[src/rtl/array_linked_list_with_free_list_defines.svh]
// Assertion macros for the linked list block.
// Expects clk and rst in the scope where a macro is used.
`ifndef ARRAY_LINKED_LIST_WITH_FREE_LIST_DEFINES_SVH
`define ARRAY_LINKED_LIST_WITH_FREE_LIST_DEFINES_SVH

// Condition that holds at every edge out of reset
`define ALFL_ASSERT_ALWAYS(label, cond, msg) \
  label: assert property (@(posedge clk) disable iff (rst) (cond)) else $error(msg);

// Same-cycle implication
`define ALFL_ASSERT_IMPL(label, ante, cons, msg) \
  label: assert property (@(posedge clk) disable iff (rst) (ante) |-> (cons)) else $error(msg);

// Next-cycle implication
`define ALFL_ASSERT_NEXT(label, ante, cons, msg) \
  label: assert property (@(posedge clk) disable iff (rst) (ante) |=> (cons)) else $error(msg);

`endif

[src/rtl/alfl_pkg.sv]
// Shared types and constants of the linked list block.
// No dependencies.
package alfl_pkg;

  localparam int NODE_COUNT_DEF = 8;

  localparam logic MODE_INSERT = 1'b0;
  localparam logic MODE_DELETE = 1'b1;

  typedef enum logic [2:0] {
    ST_OK        = 3'd0,
    ST_EMPTY     = 3'd1,
    ST_FULL      = 3'd2,
    ST_BAD_INDEX = 3'd3,
    ST_VACANT    = 3'd4
  } status_t;

  typedef enum logic [2:0] {
    S_IDLE,
    S_INS_POP,
    S_INS_WALK,
    S_DEL_WALK,
    S_DEL_FREE,
    S_EMIT
  } state_t;

endpackage

[src/rtl/alfl_ifs.sv]
// Valid/ready channels of the linked list block: request and response.
// No dependencies.
interface alfl_in_if;
  logic       valid;
  logic       ready;
  logic       mode;
  logic [7:0] element;
  logic [3:0] index;

  modport source (output valid, mode, element, index, input ready);
  modport sink (input valid, mode, element, index, output ready);
endinterface

interface alfl_out_if;
  logic       valid;
  logic       ready;
  logic [2:0] status;
  logic [2:0] slot;

  modport source (output valid, status, slot, input ready);
  modport sink (input valid, status, slot, output ready);
endinterface

[src/rtl/alfl_link_store.sv]
// Link store: one write port, one registered read port.
// Per-entry written bits make an unwritten entry read as its index plus one.
module alfl_link_store #(
  parameter int NODE_COUNT = alfl_pkg::NODE_COUNT_DEF
) (
  input  logic                            clk,
  input  logic                            rst,
  input  logic                            we,
  input  logic [$clog2(NODE_COUNT)-1:0]   waddr,
  input  logic [$clog2(NODE_COUNT+1)-1:0] wdata,
  input  logic [$clog2(NODE_COUNT)-1:0]   raddr,
  output logic [$clog2(NODE_COUNT+1)-1:0] rdata
);

  localparam int LW = $clog2(NODE_COUNT + 1);

  logic [LW-1:0]         mem [NODE_COUNT];
  logic [NODE_COUNT-1:0] written;

  // Track which entries hold a stored link
  always_ff @(posedge clk) begin
    if (rst) begin
      written <= '0;
    end else if (we) begin
      written[waddr] <= 1'b1;
    end
  end

  // Write port
  always_ff @(posedge clk) begin
    if (we) begin
      mem[waddr] <= wdata;
    end
  end

  // Registered read, reset chain for unwritten entries
  always_ff @(posedge clk) begin
    if (written[raddr]) begin
      rdata <= mem[raddr];
    end else begin
      rdata <= LW'(raddr) + LW'(1);
    end
  end

endmodule

[src/rtl/alfl_value_store.sv]
// Node byte store: one write port, one registered read port with enable.
// Contents are undefined until written.
module alfl_value_store #(
  parameter int NODE_COUNT = alfl_pkg::NODE_COUNT_DEF
) (
  input  logic                          clk,
  input  logic                          we,
  input  logic [$clog2(NODE_COUNT)-1:0] waddr,
  input  logic [7:0]                    wdata,
  input  logic                          re,
  input  logic [$clog2(NODE_COUNT)-1:0] raddr,
  output logic [7:0]                    rdata
);

  logic [7:0] mem [NODE_COUNT];

  // Write port
  always_ff @(posedge clk) begin
    if (we) begin
      mem[waddr] <= wdata;
    end
  end

  // Read port, hold data until the next read
  always_ff @(posedge clk) begin
    if (re) begin
      rdata <= mem[raddr];
    end
  end

endmodule

[src/rtl/alfl_ctrl.sv]
// Sequencer of the linked list block: list and free-list heads, link walks,
// result register. Uses alfl_pkg, the channel interfaces and the defines header; drives both stores.
`include "array_linked_list_with_free_list_defines.svh"

module alfl_ctrl #(
  parameter int NODE_COUNT = alfl_pkg::NODE_COUNT_DEF
) (
  input  logic                            clk,
  input  logic                            rst,
  alfl_in_if.sink                         req,
  alfl_out_if.source                      rsp,
  output logic                            lk_we,
  output logic [$clog2(NODE_COUNT)-1:0]   lk_waddr,
  output logic [$clog2(NODE_COUNT+1)-1:0] lk_wdata,
  output logic [$clog2(NODE_COUNT)-1:0]   lk_raddr,
  input  logic [$clog2(NODE_COUNT+1)-1:0] lk_rdata,
  output logic                            val_we,
  output logic [$clog2(NODE_COUNT)-1:0]   val_waddr,
  output logic [7:0]                      val_wdata,
  output logic                            val_re,
  output logic [$clog2(NODE_COUNT)-1:0]   val_raddr,
  input  logic [7:0]                      val_rdata
);

  import alfl_pkg::*;

  localparam int LW = $clog2(NODE_COUNT + 1);
  localparam int AW = $clog2(NODE_COUNT);
  localparam int CW = (LW > 4) ? LW : 4;
  localparam logic [LW-1:0] NIL = LW'(NODE_COUNT);

  state_t        state, state_next;
  logic [LW-1:0] free_head, free_head_next;
  logic [LW-1:0] list_head, list_head_next;
  logic [LW-1:0] cur, cur_next;
  logic [LW-1:0] prev, prev_next;
  logic [LW-1:0] steps, steps_next;
  logic [LW-1:0] alloc, alloc_next;
  logic [AW-1:0] idx, idx_next;
  status_t       res_status, res_status_next;
  logic [2:0]    res_slot, res_slot_next;
  logic          out_valid;
  status_t       out_status;
  logic [2:0]    out_slot;
  logic          emit;
  logic          walk_more;

  assign req.ready  = (state == S_IDLE);
  assign rsp.valid  = out_valid;
  assign rsp.status = out_status;
  assign rsp.slot   = out_slot;

  // Continue the delete walk while in bounds and not at the target
  assign walk_more = (steps < NIL) && (cur != NIL) && (cur != LW'(idx));

  // State and architectural registers
  always_ff @(posedge clk) begin
    if (rst) begin
      state     <= S_IDLE;
      free_head <= '0;
      list_head <= NIL;
    end else begin
      state     <= state_next;
      free_head <= free_head_next;
      list_head <= list_head_next;
    end
  end

  // Walk and result working registers
  always_ff @(posedge clk) begin
    cur        <= cur_next;
    prev       <= prev_next;
    steps      <= steps_next;
    alloc      <= alloc_next;
    idx        <= idx_next;
    res_status <= res_status_next;
    res_slot   <= res_slot_next;
  end

  // Next state and store controls
  always_comb begin
    state_next      = state;
    free_head_next  = free_head;
    list_head_next  = list_head;
    cur_next        = cur;
    prev_next       = prev;
    steps_next      = steps;
    alloc_next      = alloc;
    idx_next        = idx;
    res_status_next = res_status;
    res_slot_next   = res_slot;
    lk_we           = 1'b0;
    lk_waddr        = cur[AW-1:0];
    lk_wdata        = alloc;
    lk_raddr        = cur[AW-1:0];
    val_we          = 1'b0;
    val_waddr       = free_head[AW-1:0];
    val_wdata       = req.element;
    val_re          = 1'b0;
    val_raddr       = AW'(req.index);
    emit            = 1'b0;

    case (state)
      S_IDLE: begin
        if (req.valid) begin
          if (req.mode == MODE_INSERT) begin
            if (free_head == NIL) begin
              res_status_next = ST_FULL;
              res_slot_next   = 3'd0;
              state_next      = S_EMIT;
            end else begin
              // Store the byte, fetch the free-list successor
              val_we     = 1'b1;
              lk_raddr   = free_head[AW-1:0];
              alloc_next = free_head;
              state_next = S_INS_POP;
            end
          end else begin
            if (list_head == NIL) begin
              res_status_next = ST_EMPTY;
              res_slot_next   = 3'd0;
              state_next      = S_EMIT;
            end else if (CW'(req.index) >= CW'(NODE_COUNT)) begin
              res_status_next = ST_BAD_INDEX;
              res_slot_next   = 3'd0;
              state_next      = S_EMIT;
            end else begin
              // Start at the head, fetch the target byte
              val_re     = 1'b1;
              idx_next   = AW'(req.index);
              cur_next   = list_head;
              prev_next  = NIL;
              steps_next = '0;
              lk_raddr   = list_head[AW-1:0];
              state_next = S_DEL_WALK;
            end
          end
        end
      end

      S_INS_POP: begin
        // Pop the free list and terminate the new node
        free_head_next = lk_rdata;
        lk_we          = 1'b1;
        lk_waddr       = alloc[AW-1:0];
        lk_wdata       = NIL;
        if (list_head == NIL) begin
          list_head_next  = alloc;
          res_status_next = ST_OK;
          res_slot_next   = 3'(alloc);
          state_next      = S_EMIT;
        end else begin
          cur_next   = list_head;
          steps_next = '0;
          lk_raddr   = list_head[AW-1:0];
          state_next = S_INS_WALK;
        end
      end

      S_INS_WALK: begin
        // Advance to the tail, then link the new node behind it
        if ((steps < NIL) && (lk_rdata < NIL)) begin
          cur_next   = lk_rdata;
          steps_next = steps + LW'(1);
          lk_raddr   = lk_rdata[AW-1:0];
        end else begin
          lk_we           = 1'b1;
          lk_waddr        = cur[AW-1:0];
          lk_wdata        = alloc;
          res_status_next = ST_OK;
          res_slot_next   = 3'(alloc);
          state_next      = S_EMIT;
        end
      end

      S_DEL_WALK: begin
        if (walk_more) begin
          prev_next  = cur;
          cur_next   = lk_rdata;
          steps_next = steps + LW'(1);
          lk_raddr   = lk_rdata[AW-1:0];
        end else if ((cur != LW'(idx)) || (val_rdata == 8'd0)) begin
          res_status_next = ST_VACANT;
          res_slot_next   = 3'd0;
          state_next      = S_EMIT;
        end else begin
          // Unlink the target: its link replaces the predecessor's
          if (prev == NIL) begin
            list_head_next = lk_rdata;
          end else begin
            lk_we    = 1'b1;
            lk_waddr = prev[AW-1:0];
            lk_wdata = lk_rdata;
          end
          state_next = S_DEL_FREE;
        end
      end

      S_DEL_FREE: begin
        // Push the freed node on the free list
        lk_we           = 1'b1;
        lk_waddr        = idx;
        lk_wdata        = free_head;
        free_head_next  = LW'(idx);
        res_status_next = ST_OK;
        res_slot_next   = 3'(idx);
        state_next      = S_EMIT;
      end

      S_EMIT: begin
        if (!out_valid || rsp.ready) begin
          emit       = 1'b1;
          state_next = S_IDLE;
        end
      end

      default: begin
        state_next = S_IDLE;
      end
    endcase
  end

  // Output word register
  always_ff @(posedge clk) begin
    if (rst) begin
      out_valid <= 1'b0;
    end else if (emit) begin
      out_valid <= 1'b1;
    end else if (rsp.ready) begin
      out_valid <= 1'b0;
    end
  end

  always_ff @(posedge clk) begin
    if (emit) begin
      out_status <= res_status;
      out_slot   <= res_slot;
    end
  end

  `ALFL_ASSERT_ALWAYS(a_free_head_range, free_head <= NIL, "free head beyond null")
  `ALFL_ASSERT_IMPL(a_pool_not_lost, state == S_IDLE && list_head == NIL, free_head != NIL, "list and free list both empty")
  `ALFL_ASSERT_IMPL(a_slot_zero_on_error, rsp.valid && rsp.status != ST_OK, rsp.slot == 3'd0, "slot not zero on error")
  `ALFL_ASSERT_NEXT(a_busy_after_accept, req.valid && req.ready, !req.ready, "ready right after accept")
  `ALFL_ASSERT_IMPL(a_walk_bound, state == S_INS_WALK || state == S_DEL_WALK, steps <= NIL, "walk ran past pool size")

endmodule

[src/rtl/array_linked_list_with_free_list.sv]
// Linked list over a node pool with a free list. An insert pops the free list and walks
// to the tail, a delete walks to its target and frees it, a rejected request skips both;
// the walk follows one link per cycle through the single read port of the link store.
// One word in flight; the next request is taken the cycle after its answer enters the
// output register; an output stall delays that.
// Synchronous reset: empty list, all nodes free, no clearing.
module array_linked_list_with_free_list #(
  parameter int NODE_COUNT = alfl_pkg::NODE_COUNT_DEF
) (
  input logic        clk,
  input logic        rst,
  alfl_in_if.sink    req,
  alfl_out_if.source rsp
);

  localparam int LW = $clog2(NODE_COUNT + 1);
  localparam int AW = $clog2(NODE_COUNT);

  logic          lk_we;
  logic [AW-1:0] lk_waddr;
  logic [LW-1:0] lk_wdata;
  logic [AW-1:0] lk_raddr;
  logic [LW-1:0] lk_rdata;
  logic          val_we;
  logic [AW-1:0] val_waddr;
  logic [7:0]    val_wdata;
  logic          val_re;
  logic [AW-1:0] val_raddr;
  logic [7:0]    val_rdata;

  alfl_ctrl #(.NODE_COUNT(NODE_COUNT)) u_ctrl (
    .clk       (clk),
    .rst       (rst),
    .req       (req),
    .rsp       (rsp),
    .lk_we     (lk_we),
    .lk_waddr  (lk_waddr),
    .lk_wdata  (lk_wdata),
    .lk_raddr  (lk_raddr),
    .lk_rdata  (lk_rdata),
    .val_we    (val_we),
    .val_waddr (val_waddr),
    .val_wdata (val_wdata),
    .val_re    (val_re),
    .val_raddr (val_raddr),
    .val_rdata (val_rdata)
  );

  alfl_link_store #(.NODE_COUNT(NODE_COUNT)) u_link_store (
    .clk   (clk),
    .rst   (rst),
    .we    (lk_we),
    .waddr (lk_waddr),
    .wdata (lk_wdata),
    .raddr (lk_raddr),
    .rdata (lk_rdata)
  );

  alfl_value_store #(.NODE_COUNT(NODE_COUNT)) u_value_store (
    .clk   (clk),
    .we    (val_we),
    .waddr (val_waddr),
    .wdata (val_wdata),
    .re    (val_re),
    .raddr (val_raddr),
    .rdata (val_rdata)
  );

endmodule
[src/flat_wrapper.sv]
// flat-port wrapper written by rule: the top's interface ports become plain ports
module array_linked_list_with_free_list_flat 
#(
  parameter int NODE_COUNT = alfl_pkg::NODE_COUNT_DEF
)
  (clk, rst, req_valid, req_mode, req_element, req_index, req_ready, rsp_valid, rsp_status, rsp_slot, rsp_ready);
  alfl_in_if req_i ();
  alfl_out_if rsp_i ();
  input logic clk;
  input logic rst;
  input wire logic [$bits(req_i.valid)-1:0] req_valid;
  input wire logic [$bits(req_i.mode)-1:0] req_mode;
  input wire logic [$bits(req_i.element)-1:0] req_element;
  input wire logic [$bits(req_i.index)-1:0] req_index;
  output wire logic [$bits(req_i.ready)-1:0] req_ready;
  output wire logic [$bits(rsp_i.valid)-1:0] rsp_valid;
  output wire logic [$bits(rsp_i.status)-1:0] rsp_status;
  output wire logic [$bits(rsp_i.slot)-1:0] rsp_slot;
  input wire logic [$bits(rsp_i.ready)-1:0] rsp_ready;
  assign req_i.valid = req_valid;
  assign req_i.mode = req_mode;
  assign req_i.element = req_element;
  assign req_i.index = req_index;
  assign req_ready = req_i.ready;
  assign rsp_valid = rsp_i.valid;
  assign rsp_status = rsp_i.status;
  assign rsp_slot = rsp_i.slot;
  assign rsp_i.ready = rsp_ready;
  array_linked_list_with_free_list #(.NODE_COUNT(NODE_COUNT)) u_core (.clk(clk), .rst(rst), .req(req_i), .rsp(rsp_i));
endmodule
[config.mk]
export PLATFORM = sky130hd
export DESIGN_NAME = array_linked_list_with_free_list_flat
export DESIGN_NICKNAME = d
export VERILOG_FILES = /design/src/rtl/alfl_pkg.sv /design/src/rtl/alfl_ifs.sv /design/src/rtl/alfl_link_store.sv /design/src/rtl/alfl_value_store.sv /design/src/rtl/alfl_ctrl.sv /design/src/rtl/array_linked_list_with_free_list.sv /design/src/flat_wrapper.sv
export VERILOG_INCLUDE_DIRS = /design/src /design/src/rtl
export SDC_FILE = /design/constraint.sdc
export NUM_CORES = 1
export LEC_CHECK = 0
export BUFFER_PORTS_ARGS = -buffer_cell sky130_fd_sc_hd__buf_2
export CAP_MARGIN = 10
export CORE_ASPECT_RATIO = 1.75
export CORE_MARGIN = 2
export CORE_UTILIZATION = 65
export CTS_BUF_LIST = sky130_fd_sc_hd__clkbuf_4 sky130_fd_sc_hd__clkbuf_8
export DETAILED_ROUTE_END_ITERATION = 7
export HOLD_SLACK_MARGIN = 0.06
export PLACE_DENSITY = 0.82
export SLEW_MARGIN = 25
export SYNTH_ARGS = -nofsm -noshare
export SYNTH_HDL_FRONTEND = slang
export SYNTH_SLANG_ARGS = --single-unit
[constraint.sdc]
create_clock -name clk -period 5.1 [get_ports clk]
set_clock_uncertainty 0.1 [all_clocks]
set_input_delay 0 -clock clk [delete_from_list [all_inputs] [get_ports clk]]
set_output_delay 0 -clock clk [all_outputs]
set_load 0.02 [all_outputs]
# ---- Word-level counts from Yosys, hierarchy flattened
# Memories as Yosys holds them, arrays and structs flattened. A register that Yosys moved wholly into a read port is not among the register bits.
# Index checks and enable logic that the tools add are counted.
dict set report classes {
  eq_ne 26
  n_lt_le_gt_ge 6
  reduce_logical 23
  n_addsub 2
  muxes 103
  bitwise_logic 5
}
# cell n
set op_table {}
lappend op_table {{$mux 3} 38}
lappend op_table {{$mux 4} 27}
lappend op_table {{$pmux 4 s4} 2}
lappend op_table {{$pmux 3 s5} 2}
lappend op_table {{$ne 2x2->1 const B} 14}
lappend op_table {{$mux 1} 24}
lappend op_table {{$pmux 4 s2} 3}
lappend op_table {{$pmux 3 s6} 1}
lappend op_table {{$reduce_and 8->1} 2}
lappend op_table {{$eq 4x4->1 const B} 3}
lappend op_table {{$pmux 3 s4} 1}
lappend op_table {{$pmux 4 s3} 1}
lappend op_table {{$reduce_and 5->1} 2}
lappend op_table {{$pmux 3 s3} 1}
lappend op_table {{$logic_not 8->1} 1}
lappend op_table {{$lt 3x4->1 const B} 2}
lappend op_table {{$lt 4x4->1 const B} 2}
lappend op_table {{$or 8x8->8} 1}
lappend op_table {{$reduce_and 4->1} 2}
lappend op_table {{$reduce_bool 2->1} 4}
lappend op_table {{$eq 3x2->1 const B} 2}
lappend op_table {{$eq 3x3->1 const B} 2}
lappend op_table {{$reduce_and 6->1} 1}
lappend op_table {{$reduce_bool 5->1} 1}
lappend op_table {{19 further kinds} 26}
dict set report totals {
  out_inout_bits 8
  word_cells 182
  mem_bits_rw 96
  n_memories 2
  register_bits 55
}
# name words width read_ports rd_clocked_by_memory_dff wr line_no
set mem_list {}
lappend mem_list {u_core.u_value_store.mem 8 8 1 1 1 alfl_value_store.sv:15} ;# logic [7:0] mem [NODE_COUNT];
lappend mem_list {u_core.u_link_store.mem 8 4 1 0 1 alfl_link_store.sv:17} ;# logic [LW-1:0] mem [NODE_COUNT];

# ---- Logic depth before layout (Yosys ltp)
dict set report logic_depth {
  word_depth 10
  ltp_mapped 14
}

# ---- By module
# A second synthesis with hierarchy kept.
dict set report hier_totals {
  hier_cells 526
  hier_area_um2 7201.9
}
# module area_per_inst_um2 n_inst cells_each
set by_module_without_submodules {}
lappend by_module_without_submodules {alfl_value_store 2771.4 1 114}
lappend by_module_without_submodules {alfl_ctrl 2676.3 1 296}
lappend by_module_without_submodules {alfl_link_store 1754.2 1 116}

# ---- Least setup slack after synthesis
# Ideal clock, no wire load.
dict set report synth_timing {
  path_type {reg-to-reg}
  start {register u_core.u_ctrl.state[0]}
  end {register u_core.u_link_store.rdata[2]}
  t_required_ns 4.928
  setup_ns 0.072
  path_stages_with_launch 11
  synth_period_minus_slack_ns 3.034
  n_path_buf 1
  t_arrival_ns 2.863
  setup_slack_ns 2.066
  cell_sequence {dfxtp_1 -> or4b_1 -> buf_2 -> nor3_2 -> a31oi_1 -> a31oi_1 -> o21bai_1 -> a2111oi_2 -> nor4_2 -> mux2_4 -> mux2i_1}
}
dict set report synth_via {
  elab_chain_len 5
  elab_cells_between_ends 10
  classes_between {add/sub: 1; eq/ne: 3; mux: 4; reduce/logical: 1; memory: 1}
}
# item line_no
set synth_lines {}
lappend synth_lines {{from (decl)} alfl_ctrl.sv:32} ;# state_t state, state_next;
lappend synth_lines {{from (signal assigned)} alfl_ctrl.sv:63} ;# state <= state_next;
lappend synth_lines {{$eq 3x2->1 (tied with other cells)} alfl_ctrl.sv:103} ;# case (state)
lappend synth_lines {{$pmux 3 s4 *} alfl_ctrl.sv:103}
lappend synth_lines {{$bmux 1 s3} alfl_link_store.sv:38} ;# if (written[raddr]) begin
lappend synth_lines {{$mux 1 (not written as such)} alfl_link_store.sv:38}
lappend synth_lines {{$mux 4 *} alfl_link_store.sv:38}
lappend synth_lines {{to (signal assigned)} alfl_link_store.sv:39} ;# rdata <= mem[raddr];
lappend synth_lines {{to (signal assigned)} alfl_link_store.sv:41} ;# rdata <= LW'(raddr) + LW'(1);
lappend synth_lines {{to (decl)} alfl_link_store.sv:12} ;# output logic [$clog2(NODE_COUNT+1)-1:0] rdata
# Every way passes the cells marked *; elsewhere a longest branch is shown, timed or not. The select of a mux whose other input is x is not followed.
# A chain may end at the register's enable or synchronous reset.

# ---- Worst setup path after layout
dict set report layout_timing {
  start {register u_core.u_ctrl.state[1]}
  end {register u_core.u_link_store.rdata[2]}
}
# Same word-level chain as after synthesis.

==> metrics.txt <==
Synth Net Count 518; PD cells 605 nW/µm²; # diodes 0; first-pass GRT wire length 26800 µm; largest net degree at the start of global routing 24; fin crit period 4.34 ns; vias 4642; Final setup viols 0; fillcell total 660; WP data arrival 4.62 ns; Sink Count 159; DR pass1 iterations 6; Synth Area per Inst 14.0 µm²; die height 141 µm; drt initial violations 477; routed vias/inst 6.75; synth warn 0; Inst Count DP 640; Core Rows 50; FF+latch count, synth 159; FMAX 0.230 GHz; post-synthesis cell area 7000 µm²; Initial Utilization 0.662; Port Buf Inserts 24; final WL 17400 µm; total CTS buffers 17; Hold Vio Cnt, Final 0; hpwl dp 12700 µm; post-route core utilization 0.738; post-synth cell types 73; Area growth syn-to-layout 11.5%; clk_lat worst skew 0.46 ns; initial antenna violation count 0; Cells after Synth 499; Total GRT Usage 0.329; Core ar. 10600 µm²; Post-synth EDFFs 135; CP Launch Type flop; Wirelength per Cell 25.3 µm; RSZ-0062 raised after global routing false; hold crit path type primary input to flop; Setup CP Type flop to flop; H-tree depth 4; layout cell share with drive strength beyond 1 0.210; Boundary Pins 25; final setup TNS 0 ns; sequential area share after synthesis 0.648; Design Power 0.00472 W; CTS resizes 0; fin cells 688; Die W 82.4 µm; asr flop ratio synth 0; residual DRC count 0; CP required 5.38 ns; Slew @ Worst Pin 0.987 ns; Tcrit/Tclk final 0.851; Final nets 564; Slew Limit Fails 0; worst-path fanout max 18; status finished clean; worst vdd ir 0.575 mV; gpl congestion 1.08; CTS max path bufs 2; clk root buf clkbuf_8; CTS clk-pin slew, worst paths 0.10 ns; number of max-cap violations 0; Lkg Pwr 2.74 nW; antenna-violating nets left 0; Worst Hold Slack 0.240 ns; vias in the first global route 4833; Setup crit end kind flop; Die ar. 11600 µm²; Max-slew headroom 0.339; CTS tree built; ys flop type edfxtp_1; gr ovfl total 0
[report_power, final]
group | switching (W) | internal, W | total [W] | leakage (nW)
Sequential | 0.000219 | 0.00176 | 0.00198 | 1.43
Combinational | 0.00119 | 0.000654 | 0.00184 | 1.12
Clock | 0.000531 | 0.000363 | 0.000895 | 0.186
Total | 0.00194 | 0.00278 | 0.00472 | 2.74
[cell usage in the layout, fill, tap and decap left out, types with 8 or more instances in the layout]
cell type,n
nand2b_1,9
edfxtp_1,135
nor2_1,41
nor2b_1,8
nand2_1,37
mux2_2,13
o21a_1,11
mux2i_1,14
a21oi_1,23
buf_2,24
clkbuf_8,17
buf_4,10
inv_1,12
dlygate4sd3_1,16
dfxtp_1,24
mux4_2,16
a22oi_1,9
[critical path, cell delays in order (launching register included)]
cell	delay, ns
dfxtp_1	0.70
buf_4	0.32
nor2b_1	0.16
a32oi_1	0.22
o31ai_1	0.12
o21ai_1	0.28
and2_1	0.74
inv_2	0.26
a2111oi_0	0.69
nor4_2	0.21
mux2_4	0.34
mux2i_1	0.12
[cells by family (layout without fill, tap and decap cells)]
kind of cell,after synthesis,count (layout),synth area share
AOI/OAI and AO/OA,104,104,0.108
xor gates and xnor gates,5,5,0.00626
adders and majority gates,2,2,0.00358
buffers and inverters,39,98,0.0240
DFF,159,159,0.648
muxes,44,44,0.0946
and+or+nand+nor,146,146,0.115
[routing by layer]
layer,global-route usage,part of all wire,vias to the layer above
met3,0.0916,0.051,103
met4,0.223,0.085,0
met2,0.575,0.54,247
li1,-,-,2038
met5,0,0,-
met1,0.321,0.32,2254
[worst paths after layout]
check / slack [ns] / cells past startpoint / endpoint / from
max: 0.76 / 11 / u_core.u_link_store.rdata[2]$_DFF_P_ / u_core.u_ctrl.state[1]$_SDFFE_PP0P_
min: 0.24 / 2 / u_core.u_value_store.mem[3][3]$_DFFE_PP_ / req_element[3]
max reg2reg: 0.76 / 11 / u_core.u_link_store.rdata[2]$_DFF_P_ / u_core.u_ctrl.state[1]$_SDFFE_PP0P_
min reg2reg: 0.32 / 0 / u_core.u_ctrl.rsp.slot[2]$_DFFE_PP_ / u_core.u_ctrl.res_slot[2]$_DFFE_PP_
[metrics by stage]
step | worst slack (ns) | cell area [µm²]
2_1_floorplan | 2.07 | 7000
3_3_place_gp | 1.12 | 7260
3_5_place_dp | 0.941 | 7260
4_1_cts | 0.902 | 7800
5_1_grt | 0.403 | 7800
6_report | 0.758 | 7800
[final cells by class]
class / count / area, µm² / area share
Timing Repair Buffer: 50 / 355 / 0.0455
Clock inverter: 15 / 150 / 0.0192
Inverter: 16 / 60.1 / 0.00770
Multi-Input combinational cell: 301 / 2310 / 0.296
Tap cell: 130 / 163 / 0.0208
Sequential cell: 159 / 4530 / 0.581
Clock buffer: 17 / 234 / 0.0300
[flip-flops by register name (all words and copies together) (netlist names), 4 cells and up]
| register | count |
|---|---|
| u_core.u_link_store.mem | 32 |
| u_core.u_link_store.rdata | 4 |
| u_core.u_ctrl.alloc | 4 |
| u_core.u_value_store.mem | 64 |
| u_core.u_ctrl.list_head | 4 |
| u_core.u_ctrl.cur | 4 |
| u_core.u_ctrl.steps | 4 |
| u_core.u_value_store.rdata | 8 |
| u_core.u_ctrl.free_head | 4 |
| u_core.u_ctrl.prev | 4 |
| u_core.u_link_store.written | 8 |
[Yosys cell counts, types with 5 or more instances]
master      n  share of area
o21a_1     11          0.012
a22oi_1     9         0.0097
and3_1      6         0.0054
nand2_1    37          0.020
nor2b_1     8         0.0072
nand3_1     6         0.0043
o21ai_0     6         0.0043
a31oi_1     5         0.0045
clkbuf_1   14         0.0075
nand2b_1    9         0.0080
a32oi_1     6         0.0075
nor2_1     41          0.022
mux2i_1    14          0.020
inv_1      12         0.0064
edfxtp_1  135           0.58
o22ai_1     5         0.0045
mux4_2     16          0.051
dfxtp_1    24          0.069
mux2_2     13          0.021
a21oi_1    23          0.016
[timing repair]
action	CTS	global route
hold endpoints to repair	100	0
hold buffers	16	0
buffers inserted	0	0
No activity file was read; power rests on OpenSTA's default activity.
